<file path="src/sv/kpc_pkg.sv">
// kpc_pkg: shared types and codes for the key press classifier
// no dependencies; used by the interfaces and by key_press_classifier
`timescale 1ns / 1ps
`default_nettype none

package kpc_pkg;

    localparam int TIME_W  = 32;
    localparam int CFG_W   = 16;
    localparam int CFG_IDX_W = 3;

    // one-hot machine states
    typedef enum logic [4:0] {
        ST_IDLE    = 5'b00001,
        ST_CONFIRM = 5'b00010,
        ST_SHORT   = 5'b00100,
        ST_LONG    = 5'b01000,
        ST_DOUBLE  = 5'b10000
    } state_t;

    typedef enum logic [1:0] {
        EV_NONE   = 2'd0,
        EV_SHORT  = 2'd1,
        EV_LONG   = 2'd2,
        EV_DOUBLE = 2'd3
    } event_t;

    // configuration register indexes
    localparam logic [CFG_IDX_W-1:0] REG_PRESSED_LEVEL     = 3'd0;
    localparam logic [CFG_IDX_W-1:0] REG_CONFIRM_TIME      = 3'd1;
    localparam logic [CFG_IDX_W-1:0] REG_LONG_TIME         = 3'd2;
    localparam logic [CFG_IDX_W-1:0] REG_DOUBLE_WINDOW     = 3'd3;
    localparam logic [CFG_IDX_W-1:0] REG_SHORT_ON_RELEASE  = 3'd4;
    localparam logic [CFG_IDX_W-1:0] REG_LONG_ON_RELEASE   = 3'd5;
    localparam logic [CFG_IDX_W-1:0] REG_DOUBLE_ON_RELEASE = 3'd6;

    typedef struct packed {
        logic              pressed_level;
        logic [CFG_W-1:0]  confirm_time;
        logic [CFG_W-1:0]  long_time;
        logic [CFG_W-1:0]  double_window;
        logic              short_on_release;
        logic              long_on_release;
        logic              double_on_release;
    } cfg_t;

endpackage

`default_nettype wire

</file>
<file path="src/sv/kpc_if.sv">
// kpc_if: valid/ready channel interfaces for scan items and event results
// depends on kpc_pkg
`timescale 1ns / 1ps
`default_nettype none

interface kpc_scan_if;
    logic                         valid;
    logic                         ready;
    logic                         pin_level;
    logic [kpc_pkg::TIME_W-1:0]   now_ms;

    modport source (output valid, output pin_level, output now_ms, input ready);
    modport sink   (input valid, input pin_level, input now_ms, output ready);
endinterface

interface kpc_event_if;
    logic       valid;
    logic       ready;
    logic [1:0] event_res;

    modport source (output valid, output event_res, input ready);
    modport sink   (input valid, input event_res, output ready);
endinterface

`default_nettype wire

</file>
<file path="src/sv/key_press_classifier.sv">
// key_press_classifier: debounced short / long / double key press classifier
// Each accepted scan transaction yields exactly one event transaction carrying the
// sticky event register after the update. A scan is taken into an input register,
// and the state update runs from there into the state and result registers, so one
// scan is accepted every cycle unless evt.ready stalls the result register. The state
// update is combinational (a 32-bit subtract and compare per time check).
// Configuration is written through cfg_we/cfg_index/cfg_data; the user must write it
// only while no scan is in flight, not enforced by the block; needs kpc_pkg, kpc_if.
`timescale 1ns / 1ps
`default_nettype none

module key_press_classifier (
    input  wire logic                            clk,
    input  wire logic                            rst_n,
    kpc_scan_if.sink                             scan,
    kpc_event_if.source                          evt,
    input  wire logic                            cfg_we,
    input  wire logic [kpc_pkg::CFG_IDX_W-1:0]   cfg_index,
    input  wire logic [kpc_pkg::CFG_W-1:0]       cfg_data
);

    kpc_pkg::cfg_t   cfg_reg;

    logic                         in_valid_reg;
    logic                         in_level_reg;
    logic [kpc_pkg::TIME_W-1:0]   in_now_reg;

    kpc_pkg::state_t              state_reg,   state_next;
    kpc_pkg::event_t              event_reg,   event_next;
    logic [kpc_pkg::TIME_W-1:0]   press_start_reg,  press_start_next;
    logic [kpc_pkg::TIME_W-1:0]   release_time_reg, release_time_next;
    logic                         click_reg,   click_next;
    logic                         out_valid_reg;

    logic                         advance;
    logic                         pressed;
    logic [kpc_pkg::TIME_W-1:0]   dur;
    logic [kpc_pkg::TIME_W-1:0]   gap;
    logic                         expired;
    logic                         click_eff;
    logic [kpc_pkg::TIME_W-1:0]   release_eff;
    logic [kpc_pkg::TIME_W-1:0]   confirm_ext;
    logic [kpc_pkg::TIME_W-1:0]   long_ext;
    logic [kpc_pkg::TIME_W-1:0]   window_ext;

    // update stage fires when the result register is free or being drained
    assign advance    = in_valid_reg && (!out_valid_reg || evt.ready);
    assign scan.ready = !in_valid_reg || advance;
    assign evt.valid  = out_valid_reg;
    assign evt.event_res = event_reg;

    // configuration registers
    always_ff @(posedge clk or negedge rst_n)
    begin
        if (!rst_n)
        begin
            cfg_reg.pressed_level     <= 1'b0;
            cfg_reg.confirm_time      <= 16'd20;
            cfg_reg.long_time         <= 16'd1000;
            cfg_reg.double_window     <= 16'd300;
            cfg_reg.short_on_release  <= 1'b0;
            cfg_reg.long_on_release   <= 1'b0;
            cfg_reg.double_on_release <= 1'b0;
        end
        else if (cfg_we)
        begin
            case (cfg_index)
                kpc_pkg::REG_PRESSED_LEVEL:     cfg_reg.pressed_level     <= cfg_data[0];
                kpc_pkg::REG_CONFIRM_TIME:      cfg_reg.confirm_time      <= cfg_data;
                kpc_pkg::REG_LONG_TIME:         cfg_reg.long_time         <= cfg_data;
                kpc_pkg::REG_DOUBLE_WINDOW:     cfg_reg.double_window     <= cfg_data;
                kpc_pkg::REG_SHORT_ON_RELEASE:  cfg_reg.short_on_release  <= cfg_data[0];
                kpc_pkg::REG_LONG_ON_RELEASE:   cfg_reg.long_on_release   <= cfg_data[0];
                kpc_pkg::REG_DOUBLE_ON_RELEASE: cfg_reg.double_on_release <= cfg_data[0];
                default: ;
            endcase
        end
    end

    // input register
    always_ff @(posedge clk or negedge rst_n)
    begin
        if (!rst_n)
        begin
            in_valid_reg <= 1'b0;
        end
        else if (scan.ready)
        begin
            in_valid_reg <= scan.valid;
        end
    end

    always_ff @(posedge clk)
    begin
        if (scan.valid && scan.ready)
        begin
            in_level_reg <= scan.pin_level;
            in_now_reg   <= scan.now_ms;
        end
    end

    assign confirm_ext = {{(kpc_pkg::TIME_W-kpc_pkg::CFG_W){1'b0}}, cfg_reg.confirm_time};
    assign long_ext    = {{(kpc_pkg::TIME_W-kpc_pkg::CFG_W){1'b0}}, cfg_reg.long_time};
    assign window_ext  = {{(kpc_pkg::TIME_W-kpc_pkg::CFG_W){1'b0}}, cfg_reg.double_window};

    assign pressed = (in_level_reg == cfg_reg.pressed_level);
    assign dur     = in_now_reg - press_start_reg;
    assign gap     = in_now_reg - release_time_reg;

    // double window expiry happens before the state update
    assign expired     = click_reg && (gap > window_ext);
    assign click_eff   = expired ? 1'b0 : click_reg;
    assign release_eff = expired ? '0 : release_time_reg;

    always_comb
    begin
        state_next        = state_reg;
        event_next        = event_reg;
        press_start_next  = press_start_reg;
        release_time_next = release_eff;
        click_next        = click_eff;
        case (state_reg)
            kpc_pkg::ST_IDLE:
            begin
                if (pressed)
                begin
                    state_next       = kpc_pkg::ST_CONFIRM;
                    press_start_next = in_now_reg;
                end
                else
                begin
                    event_next = kpc_pkg::EV_NONE;
                end
            end
            kpc_pkg::ST_CONFIRM:
            begin
                if (pressed)
                begin
                    if (dur > confirm_ext)
                    begin
                        state_next = kpc_pkg::ST_SHORT;
                        if (!cfg_reg.short_on_release)
                            event_next = kpc_pkg::EV_SHORT;
                    end
                end
                else
                begin
                    state_next = kpc_pkg::ST_IDLE;
                end
            end
            kpc_pkg::ST_SHORT:
            begin
                if (pressed)
                begin
                    if (dur > long_ext)
                    begin
                        state_next = kpc_pkg::ST_LONG;
                        if (!cfg_reg.long_on_release)
                            event_next = kpc_pkg::EV_LONG;
                    end
                end
                else if (dur <= window_ext && !click_eff)
                begin
                    // first click: open the double window
                    click_next        = 1'b1;
                    release_time_next = in_now_reg;
                    state_next        = kpc_pkg::ST_IDLE;
                    if (cfg_reg.short_on_release)
                        event_next = kpc_pkg::EV_SHORT;
                end
                else if (click_eff)
                begin
                    state_next = kpc_pkg::ST_DOUBLE;
                    if (!cfg_reg.double_on_release)
                        event_next = kpc_pkg::EV_DOUBLE;
                end
                else
                begin
                    // too long for a first click, no earlier click pending
                    state_next = kpc_pkg::ST_IDLE;
                    if (cfg_reg.short_on_release)
                        event_next = kpc_pkg::EV_SHORT;
                end
            end
            kpc_pkg::ST_DOUBLE:
            begin
                if (!pressed)
                begin
                    click_next = 1'b0;
                    state_next = kpc_pkg::ST_IDLE;
                    if (cfg_reg.double_on_release)
                        event_next = kpc_pkg::EV_DOUBLE;
                end
            end
            kpc_pkg::ST_LONG:
            begin
                if (!pressed)
                begin
                    state_next = kpc_pkg::ST_IDLE;
                    if (cfg_reg.long_on_release)
                        event_next = kpc_pkg::EV_LONG;
                end
            end
            default:
            begin
                state_next = kpc_pkg::ST_IDLE;
                event_next = kpc_pkg::EV_NONE;
            end
        endcase
    end

    // state and result registers; event_reg doubles as the result payload
    always_ff @(posedge clk or negedge rst_n)
    begin
        if (!rst_n)
        begin
            state_reg        <= kpc_pkg::ST_IDLE;
            event_reg        <= kpc_pkg::EV_NONE;
            press_start_reg  <= '0;
            release_time_reg <= '0;
            click_reg        <= 1'b0;
            out_valid_reg    <= 1'b0;
        end
        else
        begin
            if (advance)
            begin
                state_reg        <= state_next;
                event_reg        <= event_next;
                press_start_reg  <= press_start_next;
                release_time_reg <= release_time_next;
                click_reg        <= click_next;
                out_valid_reg    <= 1'b1;
            end
            else if (evt.ready)
            begin
                out_valid_reg <= 1'b0;
            end
        end
    end

    // every update produces a result transaction
    assert property (@(posedge clk) disable iff (!rst_n) advance |=> out_valid_reg)
        else $error("update without result");

    // the event register only moves when a scan is processed
    assert property (@(posedge clk) disable iff (!rst_n)
        !advance |=> $stable(event_reg) && $stable(state_reg))
        else $error("state changed without a scan");

    // released key in idle clears the sticky event
    assert property (@(posedge clk) disable iff (!rst_n)
        advance && state_reg == kpc_pkg::ST_IDLE && !pressed
        |=> event_reg == kpc_pkg::EV_NONE)
        else $error("event not cleared in idle");

    // a stalled result is not overwritten
    assert property (@(posedge clk) disable iff (!rst_n)
        out_valid_reg && !evt.ready |=> out_valid_reg && $stable(event_reg))
        else $error("pending result lost");

endmodule

`default_nettype wire
</file>
<file path="src/flat_wrapper.sv">
// flat-port wrapper written by rule: the top's interface ports become plain ports
module key_press_classifier_flat 
  (clk, rst_n, cfg_we, cfg_index, cfg_data, scan_valid, scan_pin_level, scan_now_ms, scan_ready, evt_valid, evt_event_res, evt_ready);
  kpc_scan_if scan_i ();
  kpc_event_if evt_i ();
  input  wire logic clk;
  input  wire logic rst_n;
  input  wire logic cfg_we;
  input  wire logic [kpc_pkg::CFG_IDX_W-1:0] cfg_index;
  input  wire logic [kpc_pkg::CFG_W-1:0] cfg_data;
  input wire logic [$bits(scan_i.valid)-1:0] scan_valid;
  input wire logic [$bits(scan_i.pin_level)-1:0] scan_pin_level;
  input wire logic [$bits(scan_i.now_ms)-1:0] scan_now_ms;
  output wire logic [$bits(scan_i.ready)-1:0] scan_ready;
  output wire logic [$bits(evt_i.valid)-1:0] evt_valid;
  output wire logic [$bits(evt_i.event_res)-1:0] evt_event_res;
  input wire logic [$bits(evt_i.ready)-1:0] evt_ready;
  assign scan_i.valid = scan_valid;
  assign scan_i.pin_level = scan_pin_level;
  assign scan_i.now_ms = scan_now_ms;
  assign scan_ready = scan_i.ready;
  assign evt_valid = evt_i.valid;
  assign evt_event_res = evt_i.event_res;
  assign evt_i.ready = evt_ready;
  key_press_classifier u_core (.clk(clk), .rst_n(rst_n), .scan(scan_i), .evt(evt_i), .cfg_we(cfg_we), .cfg_index(cfg_index), .cfg_data(cfg_data));
endmodule
</file>
<file path="config.mk">
export PLATFORM = sky130hd
export DESIGN_NAME = key_press_classifier_flat
export DESIGN_NICKNAME = d
export VERILOG_FILES = /design/src/sv/kpc_pkg.sv /design/src/sv/kpc_if.sv /design/src/sv/key_press_classifier.sv /design/src/flat_wrapper.sv
export SDC_FILE = /design/constraint.sdc
export NUM_CORES = 1
export LEC_CHECK = 0
export BUFFER_PORTS_ARGS = -buffer_cell sky130_fd_sc_hd__buf_2
export CORE_UTILIZATION = 52
export DETAILED_ROUTE_END_ITERATION = 7
export HOLD_SLACK_MARGIN = 0.08
export PLACE_DENSITY = 0.83
export SETUP_SLACK_MARGIN = 0.15
export SLEW_MARGIN = 20
export SYNTH_ARGS = -nofsm -noshare
export SYNTH_HDL_FRONTEND = slang
export SYNTH_SLANG_ARGS = --single-unit
</file>
<file path="constraint.sdc">
create_clock -name clk -period 4.12 [get_ports clk]
set_input_delay 1.236 -clock clk [delete_from_list [all_inputs] [get_ports clk]]
set_output_delay 1.236 -clock clk [all_outputs]
set_load 0.01 [all_outputs]
</file>
==> reports/summary.log, run 1 <==
INFO  synthesis      synth.yosys.seq_area_share=34.6%
INFO  sta            drv_slew=0
INFO  drt            drt_pre_antenna_iters=5
INFO  synthesis      largest_family_of_logic_cells_by_synthesized_area=compound AO/OA/AOI/OAI gates
INFO  global_routing first_pass_grt_wire_length=55.6mm
INFO  synthesis      synth.avg_cell_area=8.97µm²
INFO  synthesis      synth_largest_type_area_fraction=23.5%
INFO  power          share_clk_of_total_power=15.7%
INFO  critical_path  critical_path.max_fanout=5
INFO  power          switchingPower=4140µW
INFO  global_routing grt_start_max_net_pins=74
INFO  power          power.internal=5430µW
INFO  layout         post_route_cells_drive_above_1_share=27.2%
INFO  global_routing overall_fraction_of_global_route_tracks_in_use=29.7%
INFO  place          dpl.hpwl=25.4mm
INFO  drt            detailroute.via_count=11310
INFO  synthesis      yosysWarningCount=0
INFO  layout         post-route-util=66.5%
INFO  floorplan      chipHeight=154µm
INFO  sta            setup_viol=40
INFO  sta            fin_worst_skew=15.3ps
INFO  synthesis      synth.largest_area_cell=dfrtp_1
INFO  sta            transition_time_at_the_pin_with_the_least_slew_margin=951ps
INFO  synthesis      muxShareOfSynthArea=3.03%
INFO  power          fraction_of_power_consumed_by_sequential_logic=21.9%
INFO  sta            layout_worst_path_cycle_share=115%
INFO  layout         layoutNonFillerInstCount=1853
INFO  clock_tree     cts_sinks=159
INFO  critical_path  worstPathRequired=4440ps
INFO  critical_path  worstSetupEndpointType=flip-flop
INFO  global_routing grt_overflow=0
INFO  synthesis      synth.top_cells.by_count=inv_1 (158), nand2_1 (133), ha_1 (126), o21ai_0 (118), dfrtp_1 (113)
INFO  outcome        violated_checks=negative setup slack
INFO  drt            detail_route.iter0.violations=803
INFO  power          ir_drop=0.356mV
INFO  synthesis      synthSimpleGateAreaFrac=15.1%
INFO  place          post-place-cells=1784
INFO  sta            grt_setup_unrepaired=yes
INFO  power          report.power.total=9570µW
INFO  power          p_leak=0.00664µW
INFO  synthesis      postSynth.topFlopCell=dfrtp_1
INFO  sta            max_clock_freq=0.212GHz
INFO  power          power-per-cell-area=635mW/mm²
INFO  floorplan      floorplan.initialDensity=53.1%
INFO  synthesis      synth.most_common_cell=inv_1
INFO  sta            final_critical_path_setup_slack=-599ps
INFO  synthesis      synth_nets=1525
INFO  sta            timing.slew.headroom=36.6%
INFO  critical_path  cell_family_contributing_the_most_delay_on_the_critical_path=compound AO/OA/AOI/OAI gates
INFO  layout         antennaDiodeCount=0
INFO  clock_tree     tritoncts=yes
INFO  critical_path  crit_path_start_kind=flip-flop
INFO  clock_tree     clockBufferDepth=2
INFO  outcome        status=finished with violations
INFO  drt            post_drt_via_cell_ratio=6.10
INFO  synthesis      synthTopCellsByArea=dfrtp_1 (24%), ha_1 (13%), edfxtp_1 (8.2%)
INFO  clock_tree     cts-buffers-inserted=17
INFO  place          final_weighted_congestion_of_routability_driven_global_placement=0.968
INFO  place          dp_slack=-452ps
INFO  synthesis      synth-edff-count=33
INFO  clock_tree     htreeDepth=4
INFO  layout         largest_register_ffs=52
INFO  sta            final-hold-violation-count=0
INFO  drt            remaining_drc_errors=0
INFO  clock_tree     clock_latency=440ps
INFO  synthesis      count_of_distinct_cell_types_in_the_synthesized_netlist=90
INFO  clock_tree     cts-hold-fix-buffers=0
INFO  clock_tree     clock_tree.root_cell=clkbuf_16
INFO  place          io_buffer_count=60
INFO  worst_hold_path worstHoldPathType=reg2reg
INFO  synthesis      synth-xor-area-share=2.99%
INFO  flow_run       maxCapViolations=0
INFO  synthesis      synthesis.instances=1340
INFO  critical_path  slowest_delay=450ps
INFO  synthesis      synth-seq-cells=159
INFO  critical_path  worstPathArrival=5040ps
INFO  floorplan      floorplan.die.width=154µm
INFO  critical_path  crit_chain=ha_4 -> a21o_1 -> a31oi_2 -> nand2_1 -> and2_1 -> o21a_1 -> nor2_2 -> xnor2_1 -> ha_1 -> a21oi_1 -> o21ai_1 -> a221oi_2 -> nor3b_2 -> o211ai_1 -> a2111o_1 -> nor4_4 -> buf_4 -> nand4_4 -> buf_4 -> buf_6 -> o21a_1 -> o221a_1
INFO  sta            minimum_clock_period=4720ps
INFO  critical_path  crit_type=reg2reg
INFO  sta            setup_tns=-21180ps
INFO  layout         nets=1741
INFO  floorplan      boundaryPins=61
INFO  power          fraction_of_power_spent_switching_nets=43.3%
INFO  synthesis      synth_adder_area_share=13.4%
INFO  floorplan      floorplan.die_area=0.0237mm²
INFO  critical_path  cp_slowest_cell=edfxtp_1
INFO  synthesis      share_of_the_synthesized_area_in_compound_gates_ao_oa_aoi_oai=24.2%
INFO  synthesis      fraction_of_registers_with_async_set_reset=79.2%
INFO  drt            routedWlPerCell=19.1µm
INFO  floorplan      core_area=0.0226mm²
INFO  critical_path  critical_path_buf_inv_count=3
INFO  global_routing first_global_vias=11223
INFO  power          combinational_fraction_of_design_power=62.3%
INFO  drt            ant_nets=0
INFO  synthesis      post_synth_instance_area=0.0120mm²
INFO  global_routing antenna_found_initial=0
INFO  drt            wirelength=35.5mm
INFO  layout         flow.area_growth_from_synthesis=25.3%
INFO  clock_tree     clk_pin_slew_worst_paths=70ps
INFO  floorplan      std_cell_rows=55
[through the flow]
stage	area (µm²)	hold WS [ps]
2_1_floorplan	12100	469
3_3_place_gp	13700	483
3_5_place_dp	13700	483
4_1_cts	14700	502
5_1_grt	15100	514
6_report	15100	501
[cell usage in the layout, fill, tap and decap left out, drive strengths merged, types with 13 or more instances in the layout]
master	netlist	layout
buf	12	237
inv	158	159
nand2	133	133
o21ai	129	129
ha	126	126
dfrtp	113	113
a21oi	91	91
nor2	71	71
nand4	35	35
edfxtp	33	33
o2bb2ai	32	32
xnor2	29	29
mux2	27	27
nand3	27	27
o21a	25	25
nor3	25	25
clkbuf	30	24
a21o	22	22
o211ai	14	14
nor2b	14	14
dfstp	13	13
[final timing paths]
| path | start | to | slack (ps) | cells past startpoint |
|---|---|---|---|---|
| min in group asynchronous | rst_n | u_core.cfg_reg[31]$_DFFE_PN0P_ | 920 | 1 |
| worst min register to register | u_core.release_time_reg[19]$_DFFE_PN0P_ | u_core.release_time_reg[19]$_DFFE_PN0P_ | 500 | 1 |
| max in group asynchronous | rst_n | u_core.press_start_reg[22]$_DFFE_PN0P_ | 2330 | 2 |
| worst min-delay path | u_core.release_time_reg[19]$_DFFE_PN0P_ | u_core.release_time_reg[19]$_DFFE_PN0P_ | 500 | 1 |
| worst max-delay path | u_core.in_now_reg[4]$_DFFE_PP_ | u_core.evt.event_res[0]$_DFFE_PN0P_ | -600 | 22 |
| worst max register to register | u_core.in_now_reg[4]$_DFFE_PP_ | u_core.evt.event_res[0]$_DFFE_PN0P_ | -600 | 22 |
[logic make-up (layout without fill, tap and decap cells)]
family | count (synthesis) | after routing
buffers and inverters | 200 | 428
multiplexers | 33 | 33
AO/OA/AOI/OAI | 409 | 409
adder cells (fa/ha/maj) | 128 | 128
XOR/XNOR | 41 | 41
AND/OR/NAND/NOR | 370 | 370
flip-flops | 159 | 159
[worst register-to-register path, cell delays in order, from the launching register on]
cell and delay (ps):
edfxtp_1 450, ha_4 270, a21o_1 210, a31oi_2 180
nand2_1 90, and2_1 180, o21a_1 180, nor2_2 120
xnor2_1 160, ha_1 300, a21oi_1 180, o21ai_1 120
a221oi_2 260, nor3b_2 240, o211ai_1 120, a2111o_1 410
nor4_4 180, buf_4 170, nand4_4 80, buf_4 180
buf_6 120, o21a_1 200, o221a_1 210
[power groups by stage]
stage | clock network [µW] | registers [µW] | logic (µW)
after detailed placement | 0 | 2120 | 5090
after global routing | 1580 | 2130 | 6450
after floorplan | 0 | 2050 | 3300
after CTS | 1520 | 2090 | 5440
after global placement | 0 | 2100 | 4920
final | 1500 | 2100 | 5970
[cell type report]
cell class | instances | area [µm²]
clock inverter | 9 | 57.6
inverter | 158 | 597
timing repair buffer | 239 | 1870
multi-input combinational | 981 | 7540
clock buffer | 22 | 487
sequential | 159 | 4160
fill | 1709 | 7570
tap | 285 | 357
[timing repair]
item,in CTS,in global routing
setup buffers,21,12
gates cloned,3,2
hold endpoints to repair,0,0
gates resized for setup,57,32
pin swaps,14,23
setup endpoints to repair,40,40
[per-layer routing]
metal | vias to the layer above | share of wire (%) | GRT usage (%)
li1 | 5288 | - | -
met1 | 5458 | 41 | 35.7
met2 | 454 | 49 | 51.9
met3 | 110 | 6.0 | 4.74
met4 | 0 | 4.6 | 14.0
met5 | - | 0 | 0
Note: power is estimated with default switching activity, not from simulation.
==> run 2: changes to the inputs <==
--- a/config.mk
+++ b/config.mk
@@ -5,7 +5,7 @@
 export SDC_FILE = /design/constraint.sdc
 export NUM_CORES = 1
 export LEC_CHECK = 0
-export BUFFER_PORTS_ARGS = -buffer_cell sky130_fd_sc_hd__buf_2
+export BUFFER_PORTS_ARGS = -buffer_cell sky130_fd_sc_hd__clkbuf_2
 export CORE_UTILIZATION = 52
 export DETAILED_ROUTE_END_ITERATION = 7
 export HOLD_SLACK_MARGIN = 0.08
==> run 2 against run 1 <==
The run still ends with negative setup slack left. Routed wire length decreased by 1.3%. Die area is the same. Global-route usage decreased by 0.58 points. Clock power rose by 7%. First-iteration DRC count down 0.37%. Non-clock buffer count grew 4. Power rose by 0.18%. Combinational power is 1% lower. Count of clock-buffer cells in the layout grew 2. Largest power group unchanged. Highest routed layer unchanged.
==> reports/summary.log, run 2 (same netlist as run 1, synthesis figures left out) <==
INFO  sta            minimum_clock_period=4640ps [was 4720 ps]
INFO  power          ir_drop=0.364mV [was 0.356 mV]
INFO  outcome        violated_checks=negative setup slack [unchanged]
INFO  place          final_weighted_congestion_of_routability_driven_global_placement=0.931 [was 0.968]
INFO  clock_tree     cts_sinks=159 [unchanged]
INFO  sta            final_critical_path_setup_slack=-516ps [was -599 ps]
INFO  sta            timing.slew.headroom=35.5% [was 36.6%]
INFO  layout         layout.cells.most_common=buf_4 [unchanged]
INFO  drt            post_drt_via_cell_ratio=6.06 [was 6.10]
INFO  drt            detail_route.iter0.violations=800 [was 803]
INFO  critical_path  slowest_delay=420ps [was 450 ps]
INFO  layout         layout_common_cells=buf_4 (167), inv_1 (157), nand2_1 (131) [was buf_4 (158), inv_1 (156), nand2_1 (130)]
INFO  worst_hold_path worstHoldPathType=reg2reg [unchanged]
INFO  drt            highest-signal-layer=met4 [unchanged]
INFO  floorplan      chipHeight=154µm [unchanged]
INFO  floorplan      floorplan.die.width=154µm [unchanged]
INFO  sta            layout_worst_path_cycle_share=113% [was 115%]
INFO  global_routing grt_overflow=0 [unchanged]
INFO  sta            max_clock_freq=0.216GHz [was 0.212 GHz]
INFO  worst_hold_path min_to=u_core.release_time_reg[19]$_DFFE_PN0P_ [unchanged]
INFO  layout         flow.area_growth_from_synthesis=25.1% [was 25.3%]
INFO  layout         post_route_cells_drive_above_1_share=27.2% [about the same]
INFO  place          dpl.hpwl=25.8mm [was 25.4 mm]
INFO  floorplan      floorplan.initialDensity=53.1% [unchanged]
INFO  worst_hold_path worst_hold_startpoint=u_core.release_time_reg[19]$_DFFE_PN0P_ [unchanged]
INFO  power          p_leak=0.00664µW [about the same]
INFO  global_routing antenna_found_initial=0 [unchanged]
INFO  clock_tree     clock_latency=440ps [about the same]
INFO  floorplan      floorplan.die_area=0.0237mm² [unchanged]
INFO  layout         count_of_filler_cells_inserted_in_the_layout=1720 [was 1709]
INFO  global_routing overall_fraction_of_global_route_tracks_in_use=29.1% [was 29.7%]
INFO  drt            drt_pre_antenna_iters=5 [unchanged]
INFO  place          dp_slack=-491ps [was -452 ps]
INFO  layout         antennaDiodeCount=0 [unchanged]
INFO  drt            remaining_drc_errors=0 [unchanged]
INFO  clock_tree     tritoncts=yes [unchanged]
INFO  clock_tree     htreeDepth=4 [unchanged]
INFO  drt            detailroute.wirelength.met2=16.9mm [was 17.3 mm]
INFO  critical_path  worstPathRequired=4430ps [was 4440 ps]
INFO  layout         largest_register_ffs=52 [unchanged]
INFO  critical_path  crit_chain=ha_4 -> buf_4 -> nor2b_4 -> o2111ai_2 -> buf_4 -> a21oi_2 -> nor3_2 -> nor3_1 -> nor2_1 -> xnor2_1 -> ha_1 -> nand4_1 -> nor2_1 -> a221oi_2 -> nor3b_2 -> o211ai_1 -> a2111o_1 -> nor4_4 -> and3_1 -> nand4_1 -> nand3_4 -> clkbuf_16 -> o2bb2ai_2 [was ha_4 -> a21o_1 -> a31oi_2 -> nand2_1 -> and2_1 -> o21a_1 -> nor2_2 -> xnor2_1 -> ha_1 -> a21oi_1 -> o21ai_1 -> a221oi_2 -> nor3b_2 -> o211ai_1 -> a2111o_1 -> nor4_4 -> buf_4 -> nand4_4 -> buf_4 -> buf_6 -> o21a_1 -> o221a_1]
INFO  layout         layoutNonFillerInstCount=1858 [was 1853]
INFO  global_routing grt_start_max_net_pins=74 [unchanged]
INFO  layout         layout.area.seq=0.00416mm² [unchanged]
INFO  layout         final_area=0.0150mm² [was 0.0151 mm²]
INFO  critical_path  cp_slowest_cell=dfrtp_1 [was edfxtp_1]
INFO  floorplan      boundaryPins=61 [unchanged]
INFO  sta            fin_worst_skew=19.2ps [was 15.3 ps]
INFO  clock_tree     clockBufferDepth=2 [unchanged]
INFO  critical_path  crit_type=reg2reg [unchanged]
INFO  power          power-per-cell-area=637mW/mm² [was 635 mW/mm²]
INFO  critical_path  worstPathArrival=4950ps [was 5040 ps]
INFO  critical_path  crit-reg2reg-capture=u_core.release_time_reg[14]$_DFFE_PN0P_ [was u_core.evt.event_res[0]$_DFFE_PN0P_]
INFO  sta            drv_slew=0 [unchanged]
INFO  place          io_buffer_count=60 [unchanged]
INFO  drt            detailroute.via_count=11253 [was 11310]
INFO  worst_hold_path holdPathStages=1 [unchanged]
INFO  drt            wirelength=35.0mm [was 35.5 mm]
INFO  sta            transition_time_at_the_pin_with_the_least_slew_margin=962ps [was 951 ps]
INFO  floorplan      std_cell_rows=55 [unchanged]
INFO  sta            final-hold-violation-count=0 [unchanged]
INFO  clock_tree     clock_tree.root_cell=clkbuf_16 [unchanged]
INFO  clock_tree     cts-buffers-inserted=17 [unchanged]
INFO  sta            setup_viol=40 [unchanged]
INFO  place          post-place-cells=1800 [was 1784]
INFO  floorplan      core_area=0.0226mm² [unchanged]
INFO  critical_path  crit_path_start_kind=flip-flop [unchanged]
INFO  drt            routedWlPerCell=18.8µm [was 19.1 µm]
INFO  global_routing first_pass_grt_wire_length=54.6mm [was 55.6 mm]
INFO  critical_path  worstSetupEndpointType=flip-flop [unchanged]
INFO  drt            drt-met1-wl=14.7mm [was 14.4 mm]
INFO  clock_tree     clk_pin_slew_worst_paths=60ps [was 70 ps]
INFO  drt            routed-wl-met3=1.98mm [was 2.14 mm]
INFO  drt            ant_nets=0 [unchanged]
INFO  global_routing first_global_vias=11050 [was 11223]
INFO  layout         multiInputGateArea=0.00753mm² [was 0.00754 mm²]
INFO  critical_path  critical_path.max_fanout=9 [was 5]
INFO  critical_path  setup.reg_to_reg.worst_slack=-520ps [was -600 ps]
INFO  clock_tree     cts-hold-fix-buffers=0 [unchanged]
INFO  place          placedInstanceArea=0.0138mm² [was 0.0137 mm²]
INFO  layout         nets=1745 [was 1741]
INFO  outcome        status=finished with violations [unchanged]
INFO  sta            grt_setup_unrepaired=yes [unchanged]
INFO  critical_path  crit-reg2reg-launch=u_core.release_time_reg[0]$_DFFE_PN0P_ [was u_core.in_now_reg[4]$_DFFE_PP_]
INFO  critical_path  ff2ff_path_depth=23 [was 22]
INFO  flow_run       maxCapViolations=0 [unchanged]
## run 2: cell types whose count changed in the layout (fill, tap and decap cells not counted), sizes merged
cell	change
inv	+2
buf	-55
clkbuf	+61
clkinv	-3
## run 2: final cells by class
cell class	instances	share of cell area, %
multi-input combinational	981	50.1
sequential	159	27.7
timing repair buffer	243	12.0
inverter	158	3.94
clock buffer	24	3.56
tap	285	2.37
clock inverter	8	0.424
## run 2: timing repair
item / in CTS / in global routing
gates resized for setup: 59 / 23
buffers inserted: 16 / 8
pin swaps: 15 / 27
cloned: 0 / 2
setup endpoints to repair: 40 / 40
## run 2: how the worst max path moves through the flow
stage,to,depth (start not counted),slack (ps),from
5_1_grt,u_core.release_time_reg[14]$_DFFE_PN0P_,21,-690,u_core.release_time_reg[0]$_DFFE_PN0P_
3_5_place_dp,u_core.evt.event_res[1]$_DFFE_PN0P_,23,-490,u_core.in_now_reg[0]$_DFFE_PP_
3_3_place_gp,u_core.release_time_reg[9]$_DFFE_PN0P_,23,-270,u_core.release_time_reg[1]$_DFFE_PN0P_
6_report,u_core.release_time_reg[14]$_DFFE_PN0P_,23,-520,u_core.release_time_reg[0]$_DFFE_PN0P_
4_1_cts,u_core.release_time_reg[10]$_DFFE_PN0P_,21,-380,u_core.release_time_reg[0]$_DFFE_PN0P_
2_1_floorplan,u_core.release_time_reg[31]$_DFFE_PN0P_,20,10,u_core.release_time_reg[0]$_DFFE_PN0P_
## run 2: layer usage
metal	track usage (%)	vias up
met5	0	-
li1	-	5285
met4	13.0	0
met3	4.26	124
met1	35.9	5382
met2	50.5	462
## run 2: critical path, delay by kind of cell (launching register included)
family | cells | cell delay, ps
buffers and inverters | 3 | 540
DFF | 1 | 420
adders and majority gates | 2 | 470
AOI/OAI and AO/OA | 6 | 1110
xor gates and xnor gates | 1 | 200
and+or+nand+nor | 11 | 1770
## run 2: power breakdown
part / switching [µW] / internal (µW) / leakage (µW)
sequential: 156 / 1940 / 0.00189
combinational: 3260 / 2630 / 0.00446
clock: 685 / 920 / 0.000289
## run 2: per-stage QoR
step / hold WS (ps) / power [µW] / utilization, % / setup TNS [ps]
after global placement: 483 / 7030 / 60.9 / -9120
after global routing: 516 / 10200 / 66.4 / -24510
after floorplan: 469 / 5360 / - / 0
after CTS: 502 / 9250 / 65.4 / -11990
final: 499 / 9590 / 66.4 / -17420
after detailed placement: 483 / 7220 / 60.9 / -16010
